`src/design/assert_macros.svh`:
```
// Assertion macros shared by the cipher RTL.
`ifndef ASSERT_MACROS_SVH
`define ASSERT_MACROS_SVH

`ifndef ASSERT_OFF

// same-cycle implication, checked out of reset
`define ASSERT_IMPLIES(label, ante, cons, msg) \
    label: assert property (@(posedge clk) disable iff (!rst_n) (ante) |-> (cons)) \
        else $error(msg);

// next-cycle implication, checked out of reset
`define ASSERT_NEXT(label, ante, cons, msg) \
    label: assert property (@(posedge clk) disable iff (!rst_n) (ante) |=> (cons)) \
        else $error(msg);

`else

`define ASSERT_IMPLIES(label, ante, cons, msg)
`define ASSERT_NEXT(label, ante, cons, msg)

`endif

`endif

```
`src/design/xxt_pkg.sv`:
```
// Shared types, constants and helper functions for the XXTEA block cipher.
`default_nettype none

package xxt_pkg;

    // round constant
    localparam logic [31:0] DELTA = 32'h9e3779b9;

    // fixed part of the round count
    localparam logic [5:0] BASE_ROUNDS = 6'd6;

    // configuration register indexes
    localparam logic [2:0] REG_MODE        = 3'd0;
    localparam logic [2:0] REG_BLOCK_WORDS = 3'd1;
    localparam logic [2:0] REG_KEY_0       = 3'd2;
    localparam logic [2:0] REG_KEY_1       = 3'd3;
    localparam logic [2:0] REG_KEY_2       = 3'd4;
    localparam logic [2:0] REG_KEY_3       = 3'd5;

    // sequencer states
    typedef enum logic [2:0] {
        ST_LOAD,
        ST_PREP,
        ST_PRIME1,
        ST_PRIME2,
        ST_RUN,
        ST_EMIT
    } state_t;

    // controls from the sequencer to the round datapath
    typedef struct packed {
        logic load_link;
        logic load_cur;
        logic step;
        logic decrypt;
    } round_ctrl_t;

    // rounds for a block of n words: 6 + 52/n, quotient by range
    function automatic logic [5:0] rounds_for(input logic [6:0] n);
        logic [5:0] q;
        if (n <= 7'd2)       q = 6'd26;
        else if (n == 7'd3)  q = 6'd17;
        else if (n == 7'd4)  q = 6'd13;
        else if (n == 7'd5)  q = 6'd10;
        else if (n == 7'd6)  q = 6'd8;
        else if (n == 7'd7)  q = 6'd7;
        else if (n == 7'd8)  q = 6'd6;
        else if (n <= 7'd10) q = 6'd5;
        else if (n <= 7'd13) q = 6'd4;
        else if (n <= 7'd17) q = 6'd3;
        else if (n <= 7'd26) q = 6'd2;
        else if (n <= 7'd52) q = 6'd1;
        else                 q = 6'd0;
        return BASE_ROUNDS + q;
    endfunction

endpackage

`default_nettype wire

```
`src/design/xxt_store.sv`:
```
// Word store: one write port, one registered read port, write-to-read forwarding.
`default_nettype none

module xxt_store #(
    parameter int DEPTH = 64
) (
    input  wire logic                     clk,
    input  wire logic                     rst_n,
    input  wire logic                     wr_en,
    input  wire logic [$clog2(DEPTH)-1:0] wr_addr,
    input  wire logic [31:0]              wr_data,
    input  wire logic [$clog2(DEPTH)-1:0] rd_addr,
    output logic [31:0]                   rd_data
);

    logic [31:0] mem [DEPTH];
    logic [31:0] rd_q_reg;
    logic        fwd_hit_reg;
    logic [31:0] fwd_data_reg;

    // memory array, read returns the old word on a same-address write
    always_ff @(posedge clk)
    begin
        if (wr_en)
        begin
            mem[wr_addr] <= wr_data;
        end
        rd_q_reg <= mem[rd_addr];
    end

    // remember a write that collides with this cycle's read
    always_ff @(posedge clk or negedge rst_n)
    begin
        if (!rst_n)
        begin
            fwd_hit_reg <= 1'b0;
        end
        else
        begin
            fwd_hit_reg <= wr_en && (wr_addr == rd_addr);
        end
    end

    always_ff @(posedge clk)
    begin
        fwd_data_reg <= wr_data;
    end

    assign rd_data = fwd_hit_reg ? fwd_data_reg : rd_q_reg;

endmodule

`default_nettype wire

```
`src/design/xxt_round.sv`:
```
// Round datapath: carried operands and the XXTEA mix for one word update.
`default_nettype none

module xxt_round (
    input  wire logic                clk,
    input  wire xxt_pkg::round_ctrl_t ctrl,
    input  wire logic [31:0]         rd_data,
    input  wire logic [31:0]         round_sum,
    input  wire logic [1:0]          p_low,
    input  wire logic [3:0][31:0]    key,
    output logic [31:0]              new_word
);

    // link: z when encrypting, y when decrypting; cur: word being updated
    logic [31:0] link_reg;
    logic [31:0] cur_reg;
    logic [31:0] y;
    logic [31:0] z;
    logic [31:0] k;
    logic [31:0] a;
    logic [31:0] b;
    logic [31:0] mx;

    // operand routing and mix
    always_comb
    begin
        y  = ctrl.decrypt ? link_reg : rd_data;
        z  = ctrl.decrypt ? rd_data : link_reg;
        k  = key[p_low ^ round_sum[3:2]];
        a  = ((z >> 5) ^ (y << 2)) + ((y >> 3) ^ (z << 4));
        b  = (round_sum ^ y) + (k ^ z);
        mx = a ^ b;
        new_word = ctrl.decrypt ? (cur_reg - mx) : (cur_reg + mx);
    end

    // neighbor read becomes the next word to update
    always_ff @(posedge clk)
    begin
        if (ctrl.load_link)
        begin
            link_reg <= rd_data;
        end
        if (ctrl.load_cur)
        begin
            cur_reg <= rd_data;
        end
        if (ctrl.step)
        begin
            link_reg <= new_word;
            cur_reg  <= rd_data;
        end
    end

endmodule

`default_nettype wire

```
`src/design/xxt_out_q.sv`:
```
// Two-entry output queue between the store read port and the result channel.
`default_nettype none

module xxt_out_q (
    input  wire logic        clk,
    input  wire logic        rst_n,
    input  wire logic        push,
    input  wire logic [31:0] push_word,
    input  wire logic        push_last,
    input  wire logic        pop,
    output logic             valid,
    output logic [31:0]      word,
    output logic             last,
    output logic [1:0]       count
);

    logic [1:0]  count_reg;
    logic [1:0]  count_next;
    logic [31:0] word0_reg;
    logic [31:0] word1_reg;
    logic        last0_reg;
    logic        last1_reg;

    assign count_next = count_reg + {1'b0, push} - {1'b0, pop};

    always_ff @(posedge clk or negedge rst_n)
    begin
        if (!rst_n)
        begin
            count_reg <= 2'd0;
        end
        else
        begin
            count_reg <= count_next;
        end
    end

    // entry 0 is the head
    always_ff @(posedge clk)
    begin
        if (pop)
        begin
            word0_reg <= word1_reg;
            last0_reg <= last1_reg;
        end
        if (push)
        begin
            if ((count_reg == 2'd0) || ((count_reg == 2'd1) && pop))
            begin
                word0_reg <= push_word;
                last0_reg <= push_last;
            end
            else
            begin
                word1_reg <= push_word;
                last1_reg <= push_last;
            end
        end
    end

    assign valid = (count_reg != 2'd0);
    assign word  = word0_reg;
    assign last  = last0_reg;
    assign count = count_reg;

endmodule

`default_nettype wire

```
`src/design/xxtea_block_cipher.sv`:
```
// Top level: XXTEA block cipher sequencer, configuration and channel wiring.
//
//  channel   signals                              direction  word
//  config    cfg_write_en cfg_index cfg_data      in         register write, no wait
//  input     in_valid in_ready data_word          in         one block word
//  output    out_valid out_ready result_word      out        one result word
//            last_word
//
// A block of n words loads at one word a cycle; after a prep step and two prime
// reads the transform runs rounds * n word updates (rounds = 6 + 52/n), one a cycle through
// the single store read port; then n results leave at up to one a cycle.
// A two-word block runs the most rounds (32).
// Input is taken only while loading; results queue in a two-entry buffer.
// A stalled output holds the emit phase until the queue has room; the last
// two words of a block may still wait there while the next block loads.
// Reset clears control state; the word store needs no clearing.
`default_nettype none
`include "assert_macros.svh"

module xxtea_block_cipher #(
    parameter int MAX_WORDS = 64
) (
    input  wire logic        clk,
    input  wire logic        rst_n,
    input  wire logic        cfg_write_en,
    input  wire logic [2:0]  cfg_index,
    input  wire logic [31:0] cfg_data,
    input  wire logic        in_valid,
    output logic             in_ready,
    input  wire logic [31:0] data_word,
    output logic             out_valid,
    input  wire logic        out_ready,
    output logic [31:0]      result_word,
    output logic             last_word
);

    localparam int AW = $clog2(MAX_WORDS);

    xxt_pkg::state_t      state_reg;
    xxt_pkg::state_t      state_next;
    xxt_pkg::round_ctrl_t rctl;

    logic             mode_reg;
    logic [6:0]       block_words_reg;
    logic [3:0][31:0] key_reg;

    logic [6:0]  load_count_reg;
    logic [6:0]  load_count_next;
    logic [6:0]  n_reg;
    logic [6:0]  n_next;
    logic [6:0]  p_reg;
    logic [6:0]  p_next;
    logic [6:0]  emit_idx_reg;
    logic [6:0]  emit_idx_next;
    logic [5:0]  rounds_left_reg;
    logic [5:0]  rounds_left_next;
    logic [31:0] round_sum_reg;
    logic [31:0] round_sum_next;
    logic        inflight_reg;
    logic        tag_last_reg;

    logic [6:0]  n_eff;
    logic [6:0]  n_last;
    logic [6:0]  load_count_inc;
    logic [6:0]  first_p;
    logic [6:0]  p_walk;
    logic        in_fire;
    logic        in_range;
    logic        load_done;
    logic        last_in_round;
    logic        issue;
    logic        out_pop;
    logic        space;
    logic [2:0]  occ;
    logic [1:0]  q_count;

    logic          mem_wr_en;
    logic [AW-1:0] mem_wr_addr;
    logic [31:0]   mem_wr_data;
    logic [AW-1:0] mem_rd_addr;
    logic [31:0]   mem_rd_data;
    logic [31:0]   new_word;

    // neighbor word read ahead of the update of word q
    function automatic logic [6:0] nbr_index(input logic [6:0] q, input logic [6:0] n,
                                             input logic dec);
        logic [6:0] r;
        if (dec)
        begin
            r = (q == 7'd0) ? (n - 7'd1) : (q - 7'd1);
        end
        else
        begin
            r = (q == (n - 7'd1)) ? 7'd0 : (q + 7'd1);
        end
        return r;
    endfunction

    // configuration registers
    always_ff @(posedge clk or negedge rst_n)
    begin
        if (!rst_n)
        begin
            mode_reg        <= 1'b0;
            block_words_reg <= 7'd4;
            key_reg         <= '0;
        end
        else if (cfg_write_en)
        begin
            case (cfg_index)
                xxt_pkg::REG_MODE:        mode_reg        <= cfg_data[0];
                xxt_pkg::REG_BLOCK_WORDS: block_words_reg <= cfg_data[6:0];
                xxt_pkg::REG_KEY_0:       key_reg[0]      <= cfg_data;
                xxt_pkg::REG_KEY_1:       key_reg[1]      <= cfg_data;
                xxt_pkg::REG_KEY_2:       key_reg[2]      <= cfg_data;
                xxt_pkg::REG_KEY_3:       key_reg[3]      <= cfg_data;
                default:                  ;
            endcase
        end
    end

    // block size clamp and load bookkeeping
    always_comb
    begin
        if (block_words_reg < 7'd2)
        begin
            n_eff = 7'd2;
        end
        else if (32'(block_words_reg) > MAX_WORDS)
        begin
            n_eff = 7'(MAX_WORDS);
        end
        else
        begin
            n_eff = block_words_reg;
        end
    end

    assign in_fire        = in_valid && in_ready;
    assign load_count_inc = load_count_reg + 7'd1;
    assign load_done      = in_fire && (load_count_inc >= n_eff);
    assign in_range       = 32'(load_count_reg) < MAX_WORDS;

    // walk through the block: forward to encrypt, backward to decrypt
    assign n_last        = n_reg - 7'd1;
    assign first_p       = mode_reg ? n_last : 7'd0;
    assign last_in_round = mode_reg ? (p_reg == 7'd0) : (p_reg == n_last);
    assign p_walk        = last_in_round ? first_p
                         : (mode_reg ? (p_reg - 7'd1) : (p_reg + 7'd1));

    // room in the output queue for one more read
    assign out_pop = out_valid && out_ready;
    assign occ     = 3'(q_count) + 3'(inflight_reg) - 3'(out_pop);
    assign space   = occ < 3'd2;

    // next state
    always_comb
    begin
        state_next = state_reg;
        unique case (state_reg)
            xxt_pkg::ST_LOAD:
            begin
                if (load_done)
                begin
                    state_next = xxt_pkg::ST_PREP;
                end
            end
            xxt_pkg::ST_PREP:   state_next = xxt_pkg::ST_PRIME1;
            xxt_pkg::ST_PRIME1: state_next = xxt_pkg::ST_PRIME2;
            xxt_pkg::ST_PRIME2: state_next = xxt_pkg::ST_RUN;
            xxt_pkg::ST_RUN:
            begin
                if (last_in_round && (rounds_left_reg == 6'd1))
                begin
                    state_next = xxt_pkg::ST_EMIT;
                end
            end
            xxt_pkg::ST_EMIT:
            begin
                if (space && (emit_idx_reg == n_last))
                begin
                    state_next = xxt_pkg::ST_LOAD;
                end
            end
            default:            state_next = xxt_pkg::ST_LOAD;
        endcase
    end

    // state outputs: handshake, store ports, datapath controls
    always_comb
    begin
        in_ready       = 1'b0;
        issue          = 1'b0;
        rctl.load_link = 1'b0;
        rctl.load_cur  = 1'b0;
        rctl.step      = 1'b0;
        rctl.decrypt   = mode_reg;
        mem_wr_en      = 1'b0;
        mem_wr_addr    = AW'(p_reg);
        mem_wr_data    = new_word;
        mem_rd_addr    = AW'(emit_idx_reg);
        unique case (state_reg)
            xxt_pkg::ST_LOAD:
            begin
                in_ready    = 1'b1;
                mem_wr_en   = in_fire && in_range;
                mem_wr_addr = AW'(load_count_reg);
                mem_wr_data = data_word;
            end
            xxt_pkg::ST_PREP:
            begin
                // carried operand: last word to encrypt, first to decrypt
                mem_rd_addr = AW'(mode_reg ? 7'd0 : n_last);
            end
            xxt_pkg::ST_PRIME1:
            begin
                rctl.load_link = 1'b1;
                mem_rd_addr    = AW'(first_p);
            end
            xxt_pkg::ST_PRIME2:
            begin
                rctl.load_cur = 1'b1;
                mem_rd_addr   = AW'(nbr_index(p_reg, n_reg, mode_reg));
            end
            xxt_pkg::ST_RUN:
            begin
                rctl.step   = 1'b1;
                mem_wr_en   = 1'b1;
                mem_rd_addr = AW'(nbr_index(p_walk, n_reg, mode_reg));
            end
            xxt_pkg::ST_EMIT:
            begin
                issue = space;
            end
            default:
            begin
                in_ready = 1'b0;
            end
        endcase
    end

    // counters and round state
    always_comb
    begin
        load_count_next  = load_count_reg;
        n_next           = load_done ? n_eff : n_reg;
        p_next           = p_reg;
        emit_idx_next    = emit_idx_reg;
        rounds_left_next = rounds_left_reg;
        round_sum_next   = round_sum_reg;
        if (in_fire)
        begin
            load_count_next = load_done ? 7'd0 : load_count_inc;
        end
        case (state_reg)
            xxt_pkg::ST_PREP:
            begin
                p_next           = first_p;
                emit_idx_next    = 7'd0;
                rounds_left_next = xxt_pkg::rounds_for(n_reg);
            end
            xxt_pkg::ST_PRIME1:
            begin
                round_sum_next = mode_reg ? 32'(32'(rounds_left_reg) * xxt_pkg::DELTA)
                                          : xxt_pkg::DELTA;
            end
            xxt_pkg::ST_RUN:
            begin
                p_next = p_walk;
                if (last_in_round)
                begin
                    rounds_left_next = rounds_left_reg - 6'd1;
                    round_sum_next   = mode_reg ? (round_sum_reg - xxt_pkg::DELTA)
                                                : (round_sum_reg + xxt_pkg::DELTA);
                end
            end
            xxt_pkg::ST_EMIT:
            begin
                if (issue)
                begin
                    emit_idx_next = emit_idx_reg + 7'd1;
                end
            end
            default:
            begin
                p_next = p_reg;
            end
        endcase
    end

    always_ff @(posedge clk or negedge rst_n)
    begin
        if (!rst_n)
        begin
            state_reg       <= xxt_pkg::ST_LOAD;
            load_count_reg  <= 7'd0;
            n_reg           <= 7'd4;
            p_reg           <= 7'd0;
            emit_idx_reg    <= 7'd0;
            rounds_left_reg <= 6'd0;
            round_sum_reg   <= 32'd0;
            inflight_reg    <= 1'b0;
            tag_last_reg    <= 1'b0;
        end
        else
        begin
            state_reg       <= state_next;
            load_count_reg  <= load_count_next;
            n_reg           <= n_next;
            p_reg           <= p_next;
            emit_idx_reg    <= emit_idx_next;
            rounds_left_reg <= rounds_left_next;
            round_sum_reg   <= round_sum_next;
            inflight_reg    <= issue;
            tag_last_reg    <= issue && (emit_idx_reg == n_last);
        end
    end

    xxt_store #(
        .DEPTH (MAX_WORDS)
    ) u_store (
        .clk     (clk),
        .rst_n   (rst_n),
        .wr_en   (mem_wr_en),
        .wr_addr (mem_wr_addr),
        .wr_data (mem_wr_data),
        .rd_addr (mem_rd_addr),
        .rd_data (mem_rd_data)
    );

    xxt_round u_round (
        .clk       (clk),
        .ctrl      (rctl),
        .rd_data   (mem_rd_data),
        .round_sum (round_sum_reg),
        .p_low     (p_reg[1:0]),
        .key       (key_reg),
        .new_word  (new_word)
    );

    xxt_out_q u_out_q (
        .clk       (clk),
        .rst_n     (rst_n),
        .push      (inflight_reg),
        .push_word (mem_rd_data),
        .push_last (tag_last_reg),
        .pop       (out_pop),
        .valid     (out_valid),
        .word      (result_word),
        .last      (last_word),
        .count     (q_count)
    );

    // checks
    `ASSERT_IMPLIES(a_q_room, inflight_reg, (q_count != 2'd2) || out_pop, "output queue overflow")
    `ASSERT_IMPLIES(a_run_rounds, state_reg == xxt_pkg::ST_RUN, rounds_left_reg != 6'd0, "update with no round left")
    `ASSERT_IMPLIES(a_run_index, state_reg == xxt_pkg::ST_RUN, p_reg < n_reg, "word index outside block")
    `ASSERT_NEXT(a_emit_end, (state_reg == xxt_pkg::ST_EMIT) && (state_next == xxt_pkg::ST_LOAD), inflight_reg && tag_last_reg, "block ended without last word")

endmodule

`default_nettype wire

```
`config.mk`:
```
export PLATFORM = sky130hd
export DESIGN_NAME = xxtea_block_cipher
export DESIGN_NICKNAME = d
export VERILOG_FILES = /design/src/design/xxt_pkg.sv /design/src/design/xxt_store.sv /design/src/design/xxt_round.sv /design/src/design/xxt_out_q.sv /design/src/design/xxtea_block_cipher.sv
export VERILOG_INCLUDE_DIRS = /design/src /design/src/design
export SDC_FILE = /design/constraint.sdc
export NUM_CORES = 2
export LEC_CHECK = 0
export BUFFER_PORTS_ARGS = -buffer_cell sky130_fd_sc_hd__buf_2
export CORE_MARGIN = 1.5
export CORE_UTILIZATION = 38
export DETAILED_ROUTE_END_ITERATION = 8
export PLACE_DENSITY = 0.6
export SLEW_MARGIN = 15
export SYNTH_ARGS = -nofsm -noshare
export SYNTH_HDL_FRONTEND = slang
export SYNTH_SLANG_ARGS = --single-unit
```
`constraint.sdc`:
```
create_clock -name clk -period 12 [get_ports clk]
set_clock_uncertainty 0.05 [all_clocks]
set_input_delay 0.6 -clock clk [delete_from_list [all_inputs] [get_ports clk]]
set_output_delay 0.6 -clock clk [all_outputs]
set_load 0.005 [all_outputs]
```
* Word-level counts from Yosys, hierarchy flattened
Memories as Yosys holds them, arrays and structs flattened. A register that Yosys moved wholly into a read port is not among the register bits.
Cells that the tools add are included.
** Word-level totals
- Flip-flop bits (word level) :: 372
- Bits in writable memories :: 2048
- Bits of input ports :: 72
- Output and inout bits :: 35
- Logic and storage cells :: 190
- Memories :: 1
** Memories
- u_store.mem :: words 64, bits a word 32, rd ports 1, clocked after memory_dff 1, write ports 1, RTL line xxt_store.sv:16 : logic [31:0] mem [DEPTH];
** Operators by class
- $add $sub $neg :: 19
- $mul :: 1
- Order comparisons :: 12
- Equal/unequal tests :: 27
- Muxes and demuxes :: 67
- Bitwise gates (word level) :: 7
- Reduce and logical (&&, ||, !) cells :: 32
** Operators with widths (count)
- $mux 32 :: 16
- $add 32x32->32 :: 3
- $xor 32x32->32 :: 3
- $bmux 32 s2 :: 1
- $pmux 32 s2 :: 1
- $mux 6 :: 10
- $mux 7 :: 7
- $add 32x32->32 const B :: 1
- $mul 6x32->32 const B :: 1
- $sub 32x32->32 :: 1
- $sub 32x32->32 const B :: 1
- $xor 27x32->32 :: 1
- $xor 29x32->32 :: 1
- $eq 7x3->1 const B :: 4
- $pmux 7 s2 :: 2
- $pmux 6 s4 :: 1
- $add 7x1->7 const B :: 3
- $eq 7x7->1 :: 3
- $mux 3 :: 7
- $reduce_and 2->1 :: 10
- $pmux 3 s6 :: 1
- $le 7x4->1 const B :: 2
- $le 7x5->1 const B :: 2
- $logic_not 7->1 :: 2
- other kinds (39) :: 81

* Depth between registers and ports, before layout
- Depth in word-level cells :: 16
- Mapped depth :: 37
- Gate-level depth less buffers :: 31

* Hierarchy
Synthesis repeated with hierarchy kept, for this count alone.
** Unflattened totals
- Cell total of the unflattened synthesis :: 6428
- Area total of the unflattened synthesis :: 108307.6 sq um
** Modules (own cells, without submodules)
- xxt_store :: instances 1, cells each 3508, area each 79716.5 sq um, seq. area each 62805.2 sq um
- xxtea_block_cipher :: instances 1, cells each 1542, area each 14988.1 sq um, seq. area each 5182.5 sq um
- xxt_round :: instances 1, cells each 1226, area each 10881.7 sq um, seq. area each 1921.8 sq um
- xxt_out_q :: instances 1, cells each 152, area each 2721.4 sq um, seq. area each 1701.6 sq um

* Worst setup path before layout
Ideal clock, no wire load.
- Path kind :: reg-to-reg
- Start :: register mode_reg
- End :: memory u_store.mem[0][30] (data pin)
- Library setup time :: 0.708 ns
- Data arrival time :: 10.729 ns
- Data required time :: 11.242 ns
- Setup slack :: 0.512 ns
- Stages on the path, launching flop included :: 38
- Path buffers :: 7
- Clock period less this slack :: 11.488 ns
- Cells stage by stage :: dfrtp_1 > clkbuf_1 > clkbuf_1 > clkbuf_1 > buf_1 > clkbuf_1 > buf_1 > clkbuf_1 > mux2i_1 > xnor2_1 > ha_1 > inv_1 > fa_1 > nand2b_1 > a21oi_1 > o221a_2 > nor2_1 > xnor3_1 > [... 2 more ...] > nand3_1 > nor2_1 > a21oi_1 > xor2_1 > ha_1 > a21o_1 > a21o_1 > a21o_1 > a21oi_1 > o21ai_0 > a31oi_1 > a21oi_1 > nand4_1 > a41oi_1 > or4_1 > a31oi_1 > xor2_1 > o21ai_0
** On the way
- Longest elaborated chain between the ends :: 7
- Elaborated cells between the ends (all ways) :: 13
- Classes of those cells :: add/sub: 4; mux: 4; bitwise: 5
** Ends and longest elaborated chain
- start: declaration :: RTL line xxtea_block_cipher.sv:43 : logic mode_reg;
- start signal: assignment :: RTL line xxtea_block_cipher.sv:111 : xxt_pkg::REG_MODE: mode_reg <= cfg_data[0];
- $mux 32, on equally long branches :: RTL line xxt_round.sv:28, xxt_round.sv:27
- $xor 27x32->32, or another cell as far along :: RTL line xxt_round.sv:30 : a = ((z >> 5) ^ (y << 2)) + ((y >> 3) ^ (z << 4));
- $add 32x32->32, on equally long branches :: RTL line xxt_round.sv:30, xxt_round.sv:31
- $xor 32x32->32 :: RTL line xxt_round.sv:32 : mx = a ^ b;
- $add 32x32->32 or $sub 32x32->32 (tied branches) :: RTL line xxt_round.sv:33 : new_word = ctrl.decrypt ? (cur_reg - mx) : (cur_reg + mx);
- $mux 32 (*) :: RTL line xxt_round.sv:33
- $mux 32 (*) :: RTL line xxtea_block_cipher.sv:202 : unique case (state_reg)
- net mem_wr_data[30] :: RTL line xxtea_block_cipher.sv:79 : logic [31:0] mem_wr_data;
- end: declaration :: RTL line xxt_store.sv:16
Mark *: on every way through the listed nets, which the timed path passes. The rest lies on a longest branch.

* Worst setup path in the final report
- Start :: register p_reg[0]
- End :: memory u_store.mem[53][31] (data pin)
** On the way
- Longest elaborated chain between the ends :: 9
- Elaborated cells between the ends (all ways) :: 10
- Classes of those cells :: add/sub: 3; mux: 4; bitwise: 3
** Ends and longest elaborated chain
- start: declaration :: RTL line xxtea_block_cipher.sv:51 : logic [6:0] p_reg;
- start signal: assignment :: RTL line xxtea_block_cipher.sv:310 : p_reg <= p_next;
- $xor 2x2->2 (*) :: RTL line xxt_round.sv:29 : k = key[p_low ^ round_sum[3:2]];
- $bmux 32 s2 (*) :: RTL line xxt_round.sv:29
- $mux 32 (implied by the code) (*) :: RTL line xxt_round.sv:29
- $xor 32x32->32 (*) :: RTL line xxt_round.sv:31 : b = (round_sum ^ y) + (k ^ z);
- $add 32x32->32 (*) :: RTL line xxt_round.sv:31
- $xor 32x32->32 (*) :: RTL line xxt_round.sv:32
- $add 32x32->32 or $sub 32x32->32 (tied branches) :: RTL line xxt_round.sv:33
- $mux 32 (*) :: RTL line xxt_round.sv:33
- $mux 32 (*) :: RTL line xxtea_block_cipher.sv:202
- net mem_wr_data[31] :: RTL line xxtea_block_cipher.sv:79
Mark *: on every way through the listed nets, which the timed path passes. The rest lies on a longest branch. The select of a mux whose other input is x is not followed.

==> impl_metrics.tcl <==
set metrics [dict create \
    start_util 0.383 \
    grt_pass1_wl_um 480000 \
    met3_usage 0.0407 \
    period_minus_slack_ps 9800 \
    postCtsHoldBufs 27 \
    netlist_area_um2 108000 \
    port_buffers 106 \
    cts_buffers 273 \
    synthCells 7545 \
    final_util 0.436 \
    slew_violations 0 \
    path_class "reg2reg" \
    ys_ff_latch 2452 \
    io_pins 107 \
    yosysSeqAreaShare 0.662 \
    dpl.hpwl_um 204000 \
    post_cts_resized 0 \
    wirelength_um 339000 \
    cts_tree "done" \
    cts_max_path_buffers 4 \
    ys.warnings.count 0 \
    finalSetupViolCount 0 \
    min_path_cells 2 \
    max_stage_delay_ps 700 \
    slowest_stage "dfrtp_1" \
    rsz0062_at_grt "no" \
    synthTopCellsByCount "edfxtp_1, nand2_1, mux2i_1" \
    required_ps 12510 \
    grtUsageTotal 0.231 \
    cts.sink_count 2452 \
    status "complete, no violations" \
    grtUsageMet1 0.323 \
    hold_class "in2reg" \
    drc 0 \
    die_area_um2 288000 \
    tns_ps 0 \
    fin_crit_sh 0.817 \
    insertion_delay_ps 890 \
    synth_flop_cell "edfxtp_1" \
    worstPathArrival_ps 10310 \
    crit_path_max_fanout 48 \
    synth_area_leaders "edfxtp_1, dfrtp_1, mux4_2, mux2i_1, nand2_1" \
    htreeDepth 5 \
    antenna_found_initial 24 \
    synth_most_common_cell "edfxtp_1" \
    endpoint_kind "flip-flop" \
    largest_register_ffs 2048 \
    drive_above_1_share 0.153 \
    postCtsSetupBuffers 0 \
    grt-ovfl-total 0 \
    dr.pass1.iters 6 \
    antenna_left 0 \
    yosys.area.top_type "edfxtp_1" \
    grt_pass1_vias 65600 \
    gp_congestion 0.920 \
    cpMostUsedCell "nor3_1" \
    die_h_um 537 \
    synth_cell_type_count 93 \
    tightest_slew_ps 1180 \
    clkTransAtPathRegs_ps 60 \
    cts-root-buf "clkbuf_16" \
    grt_use_met2 0.364 \
    fin_nets 8078 \
    grt_max_degree 145 \
    synth_nets 7858 \
    max_cap_viol_count 0 \
    syn_avg_cell_area_um2 14.3 \
    num_vias 68100 \
    async_flop_share 0.0856 \
    relSlewSlack 0.215 \
    drt-initial-drc-count 8231 \
    final_hold_viol_count 0 \
    ff2ff_path_depth 29 \
    yosys.area.top_type_share 0.595 \
    area_delta_synth_final_pct 13.9 \
    synth_edf_count 2145 \
    vias_per_cell 5.81 \
    top_usage_layer "met2" \
    row_count 195 \
    wl_per_cell_um 28.9 \
    fmax_mhz 102 \
    setup.worst_path.start_class "flip-flop" \
    core_um2 283000 \
    die_x_um 537 \
]
[path summary, 6_finish.rpt]
| check | slack [ps] | end | from |
|---|---|---|---|
| worst min register to register | 450 | key_reg[117]$_DFFE_PN0P_ | key_reg[117]$_DFFE_PN0P_ |
| min in group asynchronous | 490 | u_out_q.count[0]$_DFF_PN0_ | rst_n |
| max in group asynchronous | 9340 | key_reg[82]$_DFFE_PN0P_ | rst_n |
| worst min-delay path | 40 | key_reg[112]$_DFFE_PN0P_ | cfg_data[16] |
| worst max-delay path | 2200 | u_store.mem[53][31]$_DFFE_PP_ | p_reg[0]$_DFFE_PN0P_ |
| worst max register to register | 2200 | u_store.mem[53][31]$_DFFE_PP_ | p_reg[0]$_DFFE_PN0P_ |
[cells by family after synthesis]
logic type | share of synthesized area
multiplexers | 0.102
XOR/XNOR | 0.0309
AO/OA/AOI/OAI | 0.0770
AND/OR/NAND/NOR | 0.0748
buffers and inverters | 0.0228
adder cells (fa/ha/maj) | 0.0304
flip-flops | 0.662
[stage by stage]
step	hold WS [ps]	instances	cell area, um2	worst slack (ps)
floorplan	254	7545	108000	512
global placement	432	11200	114000	2210
detailed placement	437	11200	114000	2220
CTS	7.82	11700	123000	2210
global route	39.9	11700	123000	1550
finish	43.5	11700	123000	2200
[placed cells by master (no fill, tap or decap), types with 72 or more instances in the layout]
master     count
buf_4        196
inv_1        160
a32oi_1      116
edfxtp_1    2145
dfxtp_1       97
o22ai_1      149
o21ai_0      242
buf_2        105
nand4_1       81
dfrtp_1      206
mux2_2       152
a21oi_1      338
mux4_2       213
xor2_1        92
clkbuf_16    281
a22oi_1      115
nand3_1      178
mux2i_1      457
nor2_1       245
nor2_4        72
nand2_1      899
ha_1         204
xnor2_1      265
[critical path: cells and delay by family, from the launching register on]
kind,cells,cell delay (ps)
adder cells (fa/ha/maj),3,920
flip-flops,1,700
XOR/XNOR,5,1130
multiplexers,1,600
buffers and inverters,3,1160
AO/OA/AOI/OAI,8,2590
AND/OR/NAND/NOR,9,2370
[cell type report]
cell class | count | area, um2
flip-flops and latches | 2452 | 71600
fillers | 25000 | 160000
inverters | 164 | 618
well taps | 3743 | 4680
multi-input cells | 4531 | 35100
clock inverters | 131 | 1210
clock buffers | 356 | 7460
diodes | 8 | 20.0
repair buffers | 343 | 2560
[per-layer routing]
layer / part of all wire / vias up
met1: 0.42 / 35100
met3: 0.087 / 537
li1: - / 29300
met2: 0.46 / 3108
met4: 0.032 / 8
met5: 0.00017 / -
Power is not shown: default switching activity piles up to over one toggle a cycle in this logic, so the estimate is an artifact.
